`config.mk`:
```
export PLATFORM = sky130hd
export DESIGN_NAME = nmea_rmc_position_parser_flat
export DESIGN_NICKNAME = d
export VERILOG_FILES = /design/src/sv/nrp_pkg.sv /design/src/sv/nrp_ifs.sv /design/src/sv/nrp_parser.sv /design/src/sv/nrp_scale.sv /design/src/sv/nrp_result.sv /design/src/sv/nmea_rmc_position_parser.sv /design/src/flat_wrapper.sv
export SDC_FILE = /design/constraint.sdc
export NUM_CORES = 2
export LEC_CHECK = 0
export ABC_AREA = 1
export ABC_CLOCK_PERIOD_IN_PS = 22200
export CORE_MARGIN = 2
export CORE_UTILIZATION = 47
export CTS_CLUSTER_DIAMETER = 60
export DETAILED_ROUTE_END_ITERATION = 6
export DONT_BUFFER_PORTS = 1
export PLACE_DENSITY_LB_ADDON = 0.15
export RECOVER_POWER = 100
export SKIP_LAST_GASP = 1
export SLEW_MARGIN = 5
export SYNTH_ARGS = -nofsm -noshare
export SYNTH_HDL_FRONTEND = slang
export SYNTH_SLANG_ARGS = --single-unit
export TNS_END_PERCENT = 1
```
`constraint.sdc`:
```
create_clock -name clock -period 22.2 [get_ports clock]
set_input_delay 4.44 -clock clock [delete_from_list [all_inputs] [get_ports clock]]
set_output_delay 4.44 -clock clock [all_outputs]
set_load 0.005 [all_outputs]
```
`src/sv/nrp_pkg.sv`:
```
// ============================================================================
// nrp_pkg - shared types and constants of the RMC position parser
// Character codes, field numbers, scaling constants and the tokens that
// travel from the byte parser through the scaling pipeline.
// ============================================================================
package nrp_pkg;

   // Number of fraction digits kept in a scaled position.
   localparam logic [2:0] FRAC_DIGITS = 3'd5;
   // Captured bytes after which an unfinished sentence is dropped.
   localparam logic [7:0] CAPTURE_LIMIT = 8'd50;

   localparam logic [2:0] HEADER_LAST = 3'd6;

   localparam logic [30:0] LAT_LIMIT = 31'd900000000;
   localparam logic [30:0] LON_LIMIT = 31'd1800000000;

   localparam int unsigned WORK_W = 32;
   localparam int unsigned SCALE_W = 20;
   localparam int unsigned PROD_W = WORK_W + SCALE_W;

   localparam logic [7:0] CHAR_DOLLAR = 8'h24;
   localparam logic [7:0] CHAR_G      = 8'h47;
   localparam logic [7:0] CHAR_P      = 8'h50;
   localparam logic [7:0] CHAR_R      = 8'h52;
   localparam logic [7:0] CHAR_M      = 8'h4D;
   localparam logic [7:0] CHAR_C      = 8'h43;
   localparam logic [7:0] CHAR_COMMA  = 8'h2C;
   localparam logic [7:0] CHAR_POINT  = 8'h2E;
   localparam logic [7:0] CHAR_ZERO   = 8'h30;
   localparam logic [7:0] CHAR_NINE   = 8'h39;
   localparam logic [7:0] CHAR_A      = 8'h41;
   localparam logic [7:0] CHAR_N      = 8'h4E;
   localparam logic [7:0] CHAR_V      = 8'h56;
   localparam logic [7:0] CHAR_W      = 8'h57;

   localparam logic [2:0] FIELD_TIME   = 3'd0;
   localparam logic [2:0] FIELD_STATUS = 3'd1;
   localparam logic [2:0] FIELD_LAT    = 3'd2;
   localparam logic [2:0] FIELD_NS     = 3'd3;
   localparam logic [2:0] FIELD_LON    = 3'd4;
   localparam logic [2:0] FIELD_EW     = 3'd5;

   typedef struct packed {
      logic lat;    // finished latitude magnitude, stored for later
      logic emit;   // sentence ended, a result beat follows
      logic good;   // status was exactly A
      logic west;   // longitude hemisphere was W
      logic north;  // latitude hemisphere was exactly N
   } nrp_tag_type;

   typedef struct packed {
      logic              valid;
      nrp_tag_type       tag;
      logic [WORK_W-1:0] work;
      logic [2:0]        expo;
   } nrp_launch_type;

   typedef struct packed {
      logic        valid;
      nrp_tag_type tag;
      logic [30:0] mag;
   } nrp_scaled_type;

   function automatic logic [7:0] header_byte(input logic [2:0] pos);
      logic [7:0] b;
      case (pos)
         3'd0: b = CHAR_DOLLAR;
         3'd1: b = CHAR_G;
         3'd2: b = CHAR_P;
         3'd3: b = CHAR_R;
         3'd4: b = CHAR_M;
         3'd5: b = CHAR_C;
         3'd6: b = CHAR_COMMA;
         default: b = 8'h00;
      endcase
      return b;
   endfunction

   function automatic logic [SCALE_W-1:0] pow10(input logic [2:0] e);
      logic [SCALE_W-1:0] p;
      case (e)
         3'd0: p = 20'd1;
         3'd1: p = 20'd10;
         3'd2: p = 20'd100;
         3'd3: p = 20'd1000;
         3'd4: p = 20'd10000;
         3'd5: p = 20'd100000;
         3'd6: p = 20'd1000000;
         default: p = 20'd0;
      endcase
      return p;
   endfunction

endpackage

```
`src/sv/nrp_ifs.sv`:
```
// ============================================================================
// nrp_ifs - valid/ready channels of the RMC position parser
// One interface for the received byte stream, one for the position results.
// ============================================================================
interface nrp_req_if;
   logic       valid;
   logic       ready;
   logic [7:0] rx_byte;

   modport source (output valid, output rx_byte, input ready);
   modport sink (input valid, input rx_byte, output ready);
endinterface

interface nrp_rsp_if;
   logic               valid;
   logic               ready;
   logic               fix_valid;
   logic signed [30:0] latitude_value;
   logic signed [31:0] longitude_value;
   logic               ever_fixed;

   modport source (output valid, output fix_valid, output latitude_value,
                   output longitude_value, output ever_fixed, input ready);
   modport sink (input valid, input fix_valid, input latitude_value,
                 input longitude_value, input ever_fixed, output ready);
endinterface

```
`src/sv/nrp_parser.sv`:
```
// ============================================================================
// nrp_parser - byte level sentence parser
// Hunts the header, splits fields, accumulates digits and launches the
// scaling of finished numbers and the end-of-sentence token.
// ============================================================================
module nrp_parser
   import nrp_pkg::*;
(
   input  logic           clock,
   input  logic           reset,
   input  logic           accept,
   input  logic [7:0]     rx_byte,
   output nrp_launch_type launch
);

   logic [2:0]        header_pos_ff, header_pos_in;
   logic              capturing_ff, capturing_in;
   logic [2:0]        field_ff, field_in;
   logic              prev_comma_ff, prev_comma_in;
   logic              status_good_ff, status_good_in;
   logic              lat_north_ff, lat_north_in;
   logic [WORK_W-1:0] work_ff, work_in;
   logic              past_point_ff, past_point_in;
   logic [2:0]        seen_ff, seen_in;
   logic              ended_ff, ended_in;
   logic [7:0]        count_ff, count_in;

   logic              is_digit;
   logic [35:0]       times_ten;
   logic [7:0]        count_next;
   logic              first;
   logic              emitted;

   assign is_digit = (rx_byte >= CHAR_ZERO) && (rx_byte <= CHAR_NINE);
   assign times_ten = ({4'd0, work_ff} << 3) + ({4'd0, work_ff} << 1)
                      + {32'd0, 4'(rx_byte - CHAR_ZERO)};
   assign count_next = count_ff + 8'd1;

   always_comb begin
      header_pos_in  = header_pos_ff;
      capturing_in   = capturing_ff;
      field_in       = field_ff;
      prev_comma_in  = prev_comma_ff;
      status_good_in = status_good_ff;
      lat_north_in   = lat_north_ff;
      work_in        = work_ff;
      past_point_in  = past_point_ff;
      seen_in        = seen_ff;
      ended_in       = ended_ff;
      count_in       = count_ff;
      first          = prev_comma_ff;
      emitted        = 1'b0;
      launch         = '0;
      launch.work    = work_ff;
      launch.expo    = FRAC_DIGITS - seen_ff;
      launch.tag.north = lat_north_ff;

      if (accept) begin
         if (!capturing_ff) begin
            if (rx_byte == header_byte(header_pos_ff)) begin
               if (header_pos_ff == HEADER_LAST) begin
                  header_pos_in  = 3'd0;
                  capturing_in   = 1'b1;
                  field_in       = FIELD_TIME;
                  prev_comma_in  = 1'b1;
                  status_good_in = 1'b0;
                  lat_north_in   = 1'b0;
                  count_in       = 8'd0;
                  work_in        = '0;
                  past_point_in  = 1'b0;
                  seen_in        = 3'd0;
                  ended_in       = 1'b0;
               end else begin
                  header_pos_in = header_pos_ff + 3'd1;
               end
            end else begin
               header_pos_in = 3'd0;
            end
         end else begin
            count_in = count_next;
            if (rx_byte == CHAR_V) begin
               emitted           = 1'b1;
               launch.valid      = 1'b1;
               launch.tag.emit   = 1'b1;
            end else if (rx_byte == CHAR_COMMA) begin
               if (!prev_comma_ff && (field_ff < FIELD_EW)) begin
                  if (field_ff == FIELD_LAT) begin
                     launch.valid   = 1'b1;
                     launch.tag.lat = 1'b1;
                  end
                  field_in = field_ff + 3'd1;
                  if ((field_in == FIELD_LAT) || (field_in == FIELD_LON)) begin
                     work_in       = '0;
                     past_point_in = 1'b0;
                     seen_in       = 3'd0;
                     ended_in      = 1'b0;
                  end
               end
               prev_comma_in = 1'b1;
            end else begin
               prev_comma_in = 1'b0;
               case (field_ff)
                  FIELD_STATUS: status_good_in = first && (rx_byte == CHAR_A);
                  FIELD_LAT, FIELD_LON: begin
                     if (!ended_ff) begin
                        if (is_digit) begin
                           if (!(past_point_ff && (seen_ff >= FRAC_DIGITS))) begin
                              if (past_point_ff) begin
                                 seen_in = seen_ff + 3'd1;
                              end
                              work_in = (times_ten[35:32] != 4'd0) ? '1 : times_ten[31:0];
                           end
                        end else if ((rx_byte == CHAR_POINT) && !past_point_ff) begin
                           past_point_in = 1'b1;
                        end else begin
                           ended_in = 1'b1;
                        end
                     end
                  end
                  FIELD_NS: lat_north_in = first && (rx_byte == CHAR_N);
                  FIELD_EW: begin
                     emitted         = 1'b1;
                     launch.valid    = 1'b1;
                     launch.tag.emit = 1'b1;
                     launch.tag.good = status_good_ff;
                     launch.tag.west = (rx_byte == CHAR_W);
                  end
                  default: ;
               endcase
            end
            if (emitted || (count_next >= CAPTURE_LIMIT)) begin
               capturing_in  = 1'b0;
               header_pos_in = 3'd0;
            end
         end
      end
   end

   always_ff @(posedge clock) begin
      if (reset) begin
         header_pos_ff  <= 3'd0;
         capturing_ff   <= 1'b0;
         field_ff       <= FIELD_TIME;
         prev_comma_ff  <= 1'b0;
         status_good_ff <= 1'b0;
         lat_north_ff   <= 1'b0;
         work_ff        <= '0;
         past_point_ff  <= 1'b0;
         seen_ff        <= 3'd0;
         ended_ff       <= 1'b0;
         count_ff       <= 8'd0;
      end else begin
         header_pos_ff  <= header_pos_in;
         capturing_ff   <= capturing_in;
         field_ff       <= field_in;
         prev_comma_ff  <= prev_comma_in;
         status_good_ff <= status_good_in;
         lat_north_ff   <= lat_north_in;
         work_ff        <= work_in;
         past_point_ff  <= past_point_in;
         seen_ff        <= seen_in;
         ended_ff       <= ended_in;
         count_ff       <= count_in;
      end
   end

endmodule

```
`src/sv/nrp_scale.sv`:
```
// ============================================================================
// nrp_scale - fixed point scaling pipeline
// Multiplies a finished digit accumulator by the missing power of ten and
// saturates it to the latitude or longitude limit, over three stages.
// ============================================================================
module nrp_scale
   import nrp_pkg::*;
(
   input  logic           clock,
   input  logic           reset,
   input  logic           advance,
   input  nrp_launch_type launch,
   output nrp_scaled_type scaled
);

   logic              s1_valid_ff;
   nrp_tag_type       s1_tag_ff;
   logic [WORK_W-1:0] s1_work_ff;
   logic [2:0]        s1_expo_ff;

   logic              s2_valid_ff;
   nrp_tag_type       s2_tag_ff;
   logic [PROD_W-1:0] s2_prod_ff, s2_prod_in;

   logic              s3_valid_ff;
   nrp_tag_type       s3_tag_ff;
   logic [30:0]       s3_mag_ff, s3_mag_in;
   logic [30:0]       limit;

   assign s2_prod_in = PROD_W'(s1_work_ff) * PROD_W'(pow10(s1_expo_ff));

   assign limit = s2_tag_ff.lat ? LAT_LIMIT : LON_LIMIT;
   assign s3_mag_in = (s2_prod_ff > PROD_W'(limit)) ? limit : s2_prod_ff[30:0];

   always_ff @(posedge clock) begin
      if (reset) begin
         s1_valid_ff <= 1'b0;
         s2_valid_ff <= 1'b0;
         s3_valid_ff <= 1'b0;
      end else if (advance) begin
         s1_valid_ff <= launch.valid;
         s2_valid_ff <= s1_valid_ff;
         s3_valid_ff <= s2_valid_ff;
      end
   end

   always_ff @(posedge clock) begin
      if (advance) begin
         s1_tag_ff  <= launch.tag;
         s1_work_ff <= launch.work;
         s1_expo_ff <= launch.expo;
         s2_tag_ff  <= s1_tag_ff;
         s2_prod_ff <= s2_prod_in;
         s3_tag_ff  <= s2_tag_ff;
         s3_mag_ff  <= s3_mag_in;
      end
   end

   assign scaled.valid = s3_valid_ff;
   assign scaled.tag   = s3_tag_ff;
   assign scaled.mag   = s3_mag_ff;

endmodule

```
`src/sv/nrp_result.sv`:
```
// ============================================================================
// nrp_result - held positions and result register
// Stores the latitude magnitude, applies hemisphere signs, keeps the held
// positions and the sticky fix flag, and drives the result channel.
// ============================================================================
module nrp_result
   import nrp_pkg::*;
(
   input  logic           clock,
   input  logic           reset,
   input  nrp_scaled_type scaled,
   output logic           advance,
   nrp_rsp_if.source      rsp_if
);

   logic [30:0]        lat_pending_ff;
   logic signed [30:0] lat_held_ff, lat_held_in;
   logic signed [31:0] lon_held_ff, lon_held_in;
   logic               fix_seen_ff, fix_seen_in;
   logic               rsp_valid_ff;
   logic               fix_valid_ff;
   logic signed [30:0] lat_out_ff;
   logic signed [31:0] lon_out_ff;
   logic               ever_out_ff;
   logic               take;
   logic               update;

   // The whole pipeline waits only while a result beat sits unread in front
   // of a new one.
   assign advance = !(scaled.valid && scaled.tag.emit && rsp_valid_ff && !rsp_if.ready);
   assign take    = advance && scaled.valid;
   assign update  = take && scaled.tag.emit && scaled.tag.good;

   always_comb begin
      lat_held_in = lat_held_ff;
      lon_held_in = lon_held_ff;
      fix_seen_in = fix_seen_ff;
      if (update) begin
         lat_held_in = scaled.tag.north ? lat_pending_ff : (31'd0 - lat_pending_ff);
         lon_held_in = scaled.tag.west ? (32'd0 - {1'b0, scaled.mag})
                                       : {1'b0, scaled.mag};
         fix_seen_in = 1'b1;
      end
   end

   always_ff @(posedge clock) begin
      if (reset) begin
         lat_held_ff  <= '0;
         lon_held_ff  <= '0;
         fix_seen_ff  <= 1'b0;
         rsp_valid_ff <= 1'b0;
      end else begin
         lat_held_ff <= lat_held_in;
         lon_held_ff <= lon_held_in;
         fix_seen_ff <= fix_seen_in;
         if (take && scaled.tag.emit) begin
            rsp_valid_ff <= 1'b1;
         end else if (rsp_if.ready) begin
            rsp_valid_ff <= 1'b0;
         end
      end
   end

   always_ff @(posedge clock) begin
      if (take && scaled.tag.lat) begin
         lat_pending_ff <= scaled.mag;
      end
      if (take && scaled.tag.emit) begin
         fix_valid_ff <= scaled.tag.good;
         lat_out_ff   <= lat_held_in;
         lon_out_ff   <= lon_held_in;
         ever_out_ff  <= fix_seen_in;
      end
   end

   assign rsp_if.valid           = rsp_valid_ff;
   assign rsp_if.fix_valid       = fix_valid_ff;
   assign rsp_if.latitude_value  = lat_out_ff;
   assign rsp_if.longitude_value = lon_out_ff;
   assign rsp_if.ever_fixed      = ever_out_ff;

endmodule

```
`src/sv/nmea_rmc_position_parser.sv`:
```
// ============================================================================
// nmea_rmc_position_parser - position extractor for RMC sentences
// Top level: byte parser, scaling pipeline and result register.
// ============================================================================
// The block takes one received byte per beat on the request channel and, for
// every RMC sentence that ends, returns one beat on the response channel with
// the fix flag, the held signed latitude and longitude (raw ddmm.mmmm scaled
// by ten to the number of kept fraction digits) and the sticky ever-fixed
// flag. A byte is taken in every cycle; the request side pauses only while a
// finished result reaches the result register and the previous result beat
// there has not yet been read. The beat that ends the sentence passes the
// three-stage scaling pipeline (input register, power-of-ten multiply,
// saturation) and then the result register (sign and hold update). A
// sentence that runs past the capture limit is dropped without a result and
// the header hunt resumes.
module nmea_rmc_position_parser
   import nrp_pkg::*;
(
   input  logic      clock,
   input  logic      reset,
   nrp_req_if.sink   req_if,
   nrp_rsp_if.source rsp_if
);

   nrp_launch_type launch;
   nrp_scaled_type scaled;
   logic           advance;
   logic           accept;

   // A byte enters whenever the pipeline behind the parser can move.
   assign req_if.ready = advance;
   assign accept       = req_if.valid && advance;

   nrp_parser u_parser (
      .clock   (clock),
      .reset   (reset),
      .accept  (accept),
      .rx_byte (req_if.rx_byte),
      .launch  (launch)
   );

   // The scaling pipeline runs in lock step with the parser and stalls with it.
   nrp_scale u_scale (
      .clock   (clock),
      .reset   (reset),
      .advance (advance),
      .launch  (launch),
      .scaled  (scaled)
   );

   // Hemisphere signs, held positions and the result register.
   nrp_result u_result (
      .clock   (clock),
      .reset   (reset),
      .scaled  (scaled),
      .advance (advance),
      .rsp_if  (rsp_if)
   );

   // A reported fix always comes with the sticky flag set.
   a_fix_sets_sticky: assert property (@(posedge clock) disable iff (reset)
      (rsp_if.valid && rsp_if.fix_valid) |-> rsp_if.ever_fixed)
      else $error("fix reported without ever_fixed");

   // Saturation keeps the latitude within ninety degrees.
   a_lat_range: assert property (@(posedge clock) disable iff (reset)
      rsp_if.valid |-> ((rsp_if.latitude_value <= 31'sd900000000) &&
                        (rsp_if.latitude_value >= -31'sd900000000)))
      else $error("latitude out of range");

   // Saturation keeps the longitude within one hundred eighty degrees.
   a_lon_range: assert property (@(posedge clock) disable iff (reset)
      rsp_if.valid |-> ((rsp_if.longitude_value <= 32'sd1800000000) &&
                        (rsp_if.longitude_value >= -32'sd1800000000)))
      else $error("longitude out of range");

   // A stalled result beat must never be overwritten by a new one.
   a_no_overwrite: assert property (@(posedge clock) disable iff (reset)
      (rsp_if.valid && !rsp_if.ready && scaled.valid && scaled.tag.emit)
      |=> (rsp_if.valid && $stable(rsp_if.latitude_value)
           && $stable(rsp_if.longitude_value)))
      else $error("result beat overwritten while stalled");

endmodule
```
`src/flat_wrapper.sv`:
```
// flat-port wrapper written by rule: the top's interface ports become plain ports
module nmea_rmc_position_parser_flat import nrp_pkg::*;
  (clock, reset, req_if_valid, req_if_rx_byte, req_if_ready, rsp_if_valid, rsp_if_fix_valid, rsp_if_latitude_value, rsp_if_longitude_value, rsp_if_ever_fixed, rsp_if_ready);
  nrp_req_if req_if_i ();
  nrp_rsp_if rsp_if_i ();
  input  logic clock;
  input  logic reset;
  input wire logic [$bits(req_if_i.valid)-1:0] req_if_valid;
  input wire logic [$bits(req_if_i.rx_byte)-1:0] req_if_rx_byte;
  output wire logic [$bits(req_if_i.ready)-1:0] req_if_ready;
  output wire logic [$bits(rsp_if_i.valid)-1:0] rsp_if_valid;
  output wire logic [$bits(rsp_if_i.fix_valid)-1:0] rsp_if_fix_valid;
  output wire logic [$bits(rsp_if_i.latitude_value)-1:0] rsp_if_latitude_value;
  output wire logic [$bits(rsp_if_i.longitude_value)-1:0] rsp_if_longitude_value;
  output wire logic [$bits(rsp_if_i.ever_fixed)-1:0] rsp_if_ever_fixed;
  input wire logic [$bits(rsp_if_i.ready)-1:0] rsp_if_ready;
  assign req_if_i.valid = req_if_valid;
  assign req_if_i.rx_byte = req_if_rx_byte;
  assign req_if_ready = req_if_i.ready;
  assign rsp_if_valid = rsp_if_i.valid;
  assign rsp_if_fix_valid = rsp_if_i.fix_valid;
  assign rsp_if_latitude_value = rsp_if_i.latitude_value;
  assign rsp_if_longitude_value = rsp_if_i.longitude_value;
  assign rsp_if_ever_fixed = rsp_if_i.ever_fixed;
  assign rsp_if_i.ready = rsp_if_ready;
  nmea_rmc_position_parser u_core (.clock(clock), .reset(reset), .req_if(req_if_i), .rsp_if(rsp_if_i));
endmodule
```
==> impl_metrics.toml <==
[cells_and_area]
fin_nets = 5111
areaGrowthSynthToFinish_pct = 6.532
drive_above_1_share_pct = 3.199
final_cell_area_sq_um = 38920
filler_cell_count = 7570

[yosys]
ys_ff_latch = 352
synth-edff-count = 229
synth_area_sq_um = 36530
ys_warn_count = 0
yosys.area.top_type = "fa_1"
synthTopCellsByArea = "fa_1, edfxtp_1, inv_1"
synth_cell_type_count = 46
syn_inst = 4382
netlist_top_cells_count = "inv_1, nand2_1, nor2_1"
synth_top_area_share_pct = 25.98
synth_top_flop_cell = "edfxtp_1"
avgSynthCellArea_sq_um = 8.336
syn-num-nets = 5149
async_flop_share_pct = 0
yosysMostFrequentCell = "inv_1"
seq_area_frac_synth_pct = 25.57

[place]
placed_area_sq_um = 37610
portBuffers = 0
dp_hpwl_um = 76710
gp_congestion = 0.9431

[flow_run]
maxCapViolations = 9

[drt]
detailroute.wirelength.met2_um = 45630
wire_per_inst_um = 17.88
dr_wl_met3_um = 5467
drt-pass1-iter-count = 6
ant_nets = 0
met1Wirelength_um = 42470
finalWirelength_um = 96840
via_count = 27540
drt_iter0_markers = 1894
routed.top_layer = "met4"
vias_per_cell = 5.085
remaining_drc_errors = 0

[worst_setup_path]
worst_setup_path_start_kind = "primary input"
critPathRequiredTime_ns = 17.76
endpoint_kind = "primary output"
cp.arrival_ns = 7.30
path_buf_inv = 2
cp_cell_sequence = "nor2_1 > inv_1 > nor2_1 > clkinvlp_2"
path_max_fanout = 59
criticalPathCategory = "primary input to primary output"
crit_slowest_cell = "clkinvlp_2"
crit_family = "buffers and inverters"
crit_path_max_incr_delay_ns = 2.26
crit_path_frequent_cell = "nor2_1"

[sta]
max_freq_mhz = 85.16
finalHoldViolations = 0
period_minus_slack_ns = 11.74
setup_viol = 0
fin_crit_sh_pct = 52.90
relSlewSlack_pct = -173.0
tightestPinTransition_ns = 4.095
slew_violations = 451
finClkSkew_ns = 0.05558
finalSetupTns_ns = 0
rsz0062_at_grt = "false"

[power_and_ir_drop]
finalPower_uw = 1377
power.density_nw_per_um2 = 35.39
combPwrFrac_pct = 0.5
swShare_pct = 21.14
switchingPower_uw = 291.2
clockPowerShare_pct = 49.5
leakage_uw = 0.01997
intPower_uw = 1086
p_seq_share_pct = 50.0
vdd_drop_max_uv = 56.07

[floorplan]
initial_core_util_pct = 47.31
design.die.area_sq_um = 79970
core_sq_um = 77210
fp.dieW_um = 282.8
row_count = 102
pin_count = 79
die_h_um = 282.8

[clocking]
cts.clk_slew.worst_paths_ns = 0.06
htreeDepth = 2
root_buffer = "clkbuf_16"
cts_resized = 0
cts.path.max_buffers = 3
numCtsBuffers = 40
cts_num_sinks = 352
holdBufCountCts = 0
insertion_delay_ns = 0.59
post_cts_buffers = 0
cts_tree = "done"

[outcome]
violations = "max-capacitance violations, max-slew violations"
status = "finished with violations"

[global_routing]
grt_max_degree = 104
grt_pass1_vias = 27740
antenna_found_initial = 1
track_usage_pct = 25.02
grt_pass1_wl_um = 154000
overflow = 0

[worst_hold_path]
hold_class = "register to register"
## worst register-to-register path, delay by kind of cell (launching register included)
family	cells	cell delay, ns
buf+inv	10	2.57
xor+xnor	1	0.14
simple gates	11	2.40
fa+ha+maj	8	4.00
flops	1	0.49
compound gates	1	0.09
## final timing paths
kind	slack (ns)	endpoint	start	cells past startpoint
max	10.46	req_if_ready	rsp_if_ready	4
min	0.42	u_core.u_scale.scaled[31]$_DFFE_PN_	u_core.u_scale.s2_tag_ff[0]$_DFFE_PN_	0
max reg2reg	12.27	u_core.u_scale.s2_prod_ff[34]$_DFFE_PN_	u_core.u_scale.s1_expo_ff[2]$_DFFE_PN_	31
min reg2reg	0.42	u_core.u_scale.scaled[31]$_DFFE_PN_	u_core.u_scale.s2_tag_ff[0]$_DFFE_PN_	0
## routing by layer
metal,vias up,global-route usage [%]
met5,-,0
met4,0,8.316
met3,151,3.540
met2,724,41.55
met1,13330,33.73
li1,13340,-
## logic make-up after synthesis
kind of cell / share of synthesized area (%)
DFF: 25.57
and+or+nand+nor: 19.31
xor gates and xnor gates: 2.733
AOI/OAI and AO/OA: 5.607
buffers and inverters: 11.18
adders and majority gates: 35.60
## registers in the layout (all words and copies together), names as in the netlist, 5 cells and up
signal / count
u_core.u_scale.scaled: 5
u_core.u_result.lon_held_ff: 32
u_core.u_scale.s1_work_ff: 32
u_core.u_result.rsp_if.latitude_value: 31
u_core.u_scale.s2_tag_ff: 5
u_core.u_scale.s3_mag_ff: 31
u_core.u_result.lat_pending_ff: 31
u_core.u_scale.s2_prod_ff: 52
u_core.u_parser.work_ff: 32
u_core.u_result.rsp_if.longitude_value: 32
u_core.u_result.lat_held_ff: 31
u_core.u_parser.count_ff: 8
u_core.u_scale.s1_tag_ff: 5
## placed cells by master (no fill, tap or decap), types with 19 or more instances in the layout
cell	instances
or2_2	37
ha_1	281
dfxtp_1	123
fa_1	474
nor3_1	32
nor2_1	554
clkinv_1	19
xnor2_1	40
nand4_1	35
nand2_1	832
xor2_1	74
inv_1	952
edfxtp_1	229
nand3_1	144
a21oi_1	195
o21ai_0	102
clkbuf_16	42
## through the flow
step	hold WS, ns	setup WS (ns)	std cells	utilization [%]
floorplan	0.4003	10.51	4382	-
global route	0.4225	10.04	5416	50.40
finish	0.4171	10.46	5417	50.40
global placement	0.4006	12.24	5342	48.72
CTS	0.4194	12.27	5416	50.51
detailed placement	0.4045	12.27	5342	48.72
## power groups by stage
stage	registers [uW]	logic, uW	clock network, uW
floorplan	703	7.42	0
global placement	703	6.45	0
detailed placement	703	6.43	0
CTS	689	6.47	699
global route	689	7.22	725
finish	689	6.33	682
## cell type report
type / count / area, sq um / area share [%]
clock buffers: 53 / 1142 / 2.935
inverters: 976 / 3665 / 9.417
clock inverters: 21 / 245.2 / 0.6302
well taps: 1040 / 1301 / 3.344
flip-flops and latches: 352 / 9339 / 24.00
repair buffers: 22 / 127.6 / 0.3279
multi-input cells: 2952 / 23090 / 59.34
diodes: 1 / 2.502 / 0.006430
No activity file was read; power rests on OpenSTA's default activity.
